**config.mk**
```make
export PLATFORM = sky130hd
export DESIGN_NAME = lzwe_ram
export DESIGN_NICKNAME = d
export VERILOG_FILES = /design/src/hw/rtl/lzwe_ram.sv
export SDC_FILE = /design/constraint.sdc
export NUM_CORES = 2
export LEC_CHECK = 0
export BUFFER_PORTS_ARGS = -buffer_cell sky130_fd_sc_hd__buf_2
export CAP_MARGIN = 20
export CORE_MARGIN = 4
export CORE_UTILIZATION = 32
export DETAILED_ROUTE_END_ITERATION = 10
export PLACE_DENSITY = 0.56
export SYNTH_ARGS = -nofsm -noshare
export SYNTH_HDL_FRONTEND = slang
export SYNTH_SLANG_ARGS = --single-unit
```
**constraint.sdc**
```tcl
create_clock -name i_clk -period 2.58 [get_ports i_clk]
set_clock_uncertainty 0.15 [all_clocks]
set_input_delay 0.516 -clock i_clk [delete_from_list [all_inputs] [get_ports i_clk]]
set_output_delay 0.516 -clock i_clk [all_outputs]
set_load 0.02 [all_outputs]
```
**src/hw/rtl/lzwe_ram.sv**
```systemverilog
module lzwe_ram #(
    parameter int W = 8,
    parameter int D = 256
) (
    input  logic                 i_clk,
    input  logic                 i_we,
    input  logic [$clog2(D)-1:0] i_waddr,
    input  logic [W-1:0]         i_wdata,
    input  logic [$clog2(D)-1:0] i_raddr,
    output logic [W-1:0]         o_rdata
);
    logic [W-1:0] r_mem [D];
    logic [W-1:0] r_rdata;

    always_ff @(posedge i_clk) begin
        if (i_we) begin
            r_mem[i_waddr] <= i_wdata;
        end
        r_rdata <= r_mem[i_raddr];
    end

    assign o_rdata = r_rdata;
endmodule

```
==> results.json <==
{
  "synth_seq_cells": 2056,
  "routed_wl_um": 210000,
  "crit_required_ps": 3160,
  "final_cell_mix": "2048 x edfxtp_1, 666 x buf_4, 454 x mux4_2",
  "yosysTopAreaCell": "edfxtp_1",
  "synth_fp_nets": 3759,
  "finish.utilization": 0.392,
  "final_nets": 4540,
  "netSwitchingFraction": 0.213,
  "worstPathMaxFanout": 17,
  "combPwrFrac": 0.057,
  "wl_per_cell_um": 26.3,
  "die_height_um": 507,
  "final_max_slew_viol_count": 0,
  "p_int_mw": 55.9,
  "syn_area_per_cell_um2": 21.3,
  "grt_overflow": 0,
  "drt_first_pass_iters": 5,
  "num_rows": 182,
  "worst-slew-pin-transition_ps": 704,
  "synth_top_area_share": 0.773,
  "num_vias": 40616,
  "synthArstFlopShare": 0,
  "criticalPathCategory": "primary input to flop",
  "seq_power_share": 0.519,
  "gp_congestion": 0.855,
  "io_pins": 34,
  "run_status": "complete, no violations",
  "ys_seq_area_frac": 0.775,
  "portBuffers": 33,
  "cts-buffers-inserted": 209,
  "clock-root-buffer": "clkbuf_16",
  "busiest_layer": "met2",
  "dpl_cell_area_mm2": 0.0895,
  "fin_area_mm2": 0.0966,
  "clk_latency_ps": 840,
  "total_power_mw": 71.1,
  "die_w_um": 507,
  "clkPwrFrac": 0.424,
  "area.growth.synth_to_final_pct": 21.4,
  "design.core.area_mm2": 0.247,
  "dieArea_mm2": 0.257,
  "cts_tree": "done",
  "antenna_found_initial": 11,
  "synth_flop_cell": "edfxtp_1",
  "netlist_area_mm2": 0.0796,
  "drcViolationCount": 0,
  "cp_data_arrival_time_ps": 3140,
  "synth_edf_count": 2048,
  "timing.fmax_mhz": 390,
  "power.density_mw_per_mm2": 736,
  "hold_viol_final": 0,
  "grt_pass1_wl_um": 302000,
  "vdd_ir_drop_max_mv": 0.568,
  "clockBufferDepth": 3,
  "tns_ps": 0,
  "synth.yosys.warnings": 0,
  "synth.distinct_cells": 55,
  "fin_crit_ps": 2560,
  "netlist_instances": 3733,
  "hold_ws_ps": 260,
  "grt_use_met3": 0.0285,
  "leakage_nw": 31.1,
  "slew_headroom": 0.531,
  "switching_power_mw": 15.2,
  "ys_top_cells_by_area": "edfxtp_1 77%, mux4_2 13%, mux2i_1 1.7%",
  "track_usage": 0.161,
  "hpwl_um": 138000,
  "drive_above_1_share": 0.340,
  "final_common_cell": "edfxtp_1",
  "fin_crit_sh": 0.993,
  "drt_iter0_markers": 4102,
  "start_kind": "primary input",
  "setup_viol": 0,
  "cap_violations": 0,
  "hold_class": "primary input to flop",
  "vias_per_cell": 5.08,
  "start_util": 0.323,
  "ant_nets": 0,
  "clock-sinks": 2056,
  "htreeDepth": 4,
  "grt_max_degree": 88,
  "met1_usage": 0.222,
  "grt_pass1_vias": 41206,
  "clk_pin_slew_ps": 60,
  "nFillCells": 21955,
  "endpoint_kind": "flop",
  "use_met2": 0.265
}
==> power groups by stage <==
stage                     sequential (mW)  combinational (mW)  clock (mW)
after floorplan                      37.6                1.79           0
after global placement               37.6                4.01           0
after detailed placement             37.6                4.05           0
after CTS                            36.9                4.08        30.8
after global routing                 36.9                4.28        32.3
final                                36.9                4.05        30.1
==> state kept, by name (all words and copies together) (netlist names) <==
name / count
r_mem: 2048
o_rdata: 8
==> routing by layer <==
layer,vias up,routed length [um]
li1,17272,-
met1,21701,89200
met2,1362,103000
met3,279,12700
met4,2,4870
met5,-,13
==> cell type report <==
cell class                      instances  area [um2]  area share
Sequential cell                      2056       61700       0.638
Antenna cell                            4        10.0    0.000104
Clock inverter                        130        1430      0.0148
Multi-Input combinational cell       1442       16700       0.173
Timing Repair Buffer                  803        7260      0.0752
Inverter                                2        7.51   0.0000777
Tap cell                             3312        4140      0.0429
Clock buffer                          248        5400      0.0559
==> cells in the mapped netlist (10+ instances only) <==
library cell,n
o221ai_1,46
buf_1,22
nand3_1,34
nand2_1,33
nor4_1,24
a211oi_1,16
o211ai_1,10
clkbuf_1,111
buf_4,27
nand4_1,10
a22oi_1,133
buf_8,13
a21oi_1,96
nor3_1,22
o21ai_0,10
buf_6,21
mux4_2,454
buf_2,31
mux2i_1,134
o22ai_1,28
edfxtp_1,2048
a221oi_1,13
nor2_1,282
nor2b_1,31
==> timing repair <==
item	4_1_cts	5_1_grt
hold buffers	8	0
setup endpoints to repair	6	8
pin swaps	0	5
resized for setup	13	16
buffers inserted	0	0
hold endpoints to repair	238	0
==> path summary, 6_finish.rpt <==
check	to	slack [ps]	from	cells past startpoint
worst max register to register	o_rdata[5]$_DFF_P_	60	r_mem[211][5]$_DFFE_PP_	7
worst min-delay path	r_mem[167][4]$_DFFE_PP_	260	i_waddr[1]	4
worst min register to register	o_rdata[5]$_DFF_P_	850	r_mem[33][5]$_DFFE_PP_	7
worst max-delay path	o_rdata[6]$_DFF_P_	20	i_raddr[0]	13
==> cells by family (layout without fill, tap and decap cells) <==
kind of cell / after synthesis / in the layout / share of synthesized area
AO/OA/AOI/OAI: 385 / 385 / 0.0342
buffers and inverters: 235 / 1183 / 0.0183
flip-flops: 2056 / 2056 / 0.775
multiplexers: 591 / 591 / 0.146
other: 0 / 4 / 0
AND/OR/NAND/NOR: 466 / 466 / 0.0263
==> worst max-delay path, cell delays in order <==
cell and delay (ps):
buf_8 180, buf_12 200, buf_12 200, buf_6 210, buf_4 170, mux2i_1 210
o221ai_1 150, a21oi_1 250, a21oi_1 200, nor4_1 360, buf_2 250, buf_4 140
nor4_2 40
==> metrics by stage <==
step,worst slack (ps),std cells
final,17.2,7997
after global routing,-27.6,7995
after CTS,1.08,7993
after detailed placement,-1230,7607
after global placement,-1480,7606
after floorplan,-5.59,3733
Note: power is estimated with default switching activity, not from simulation.
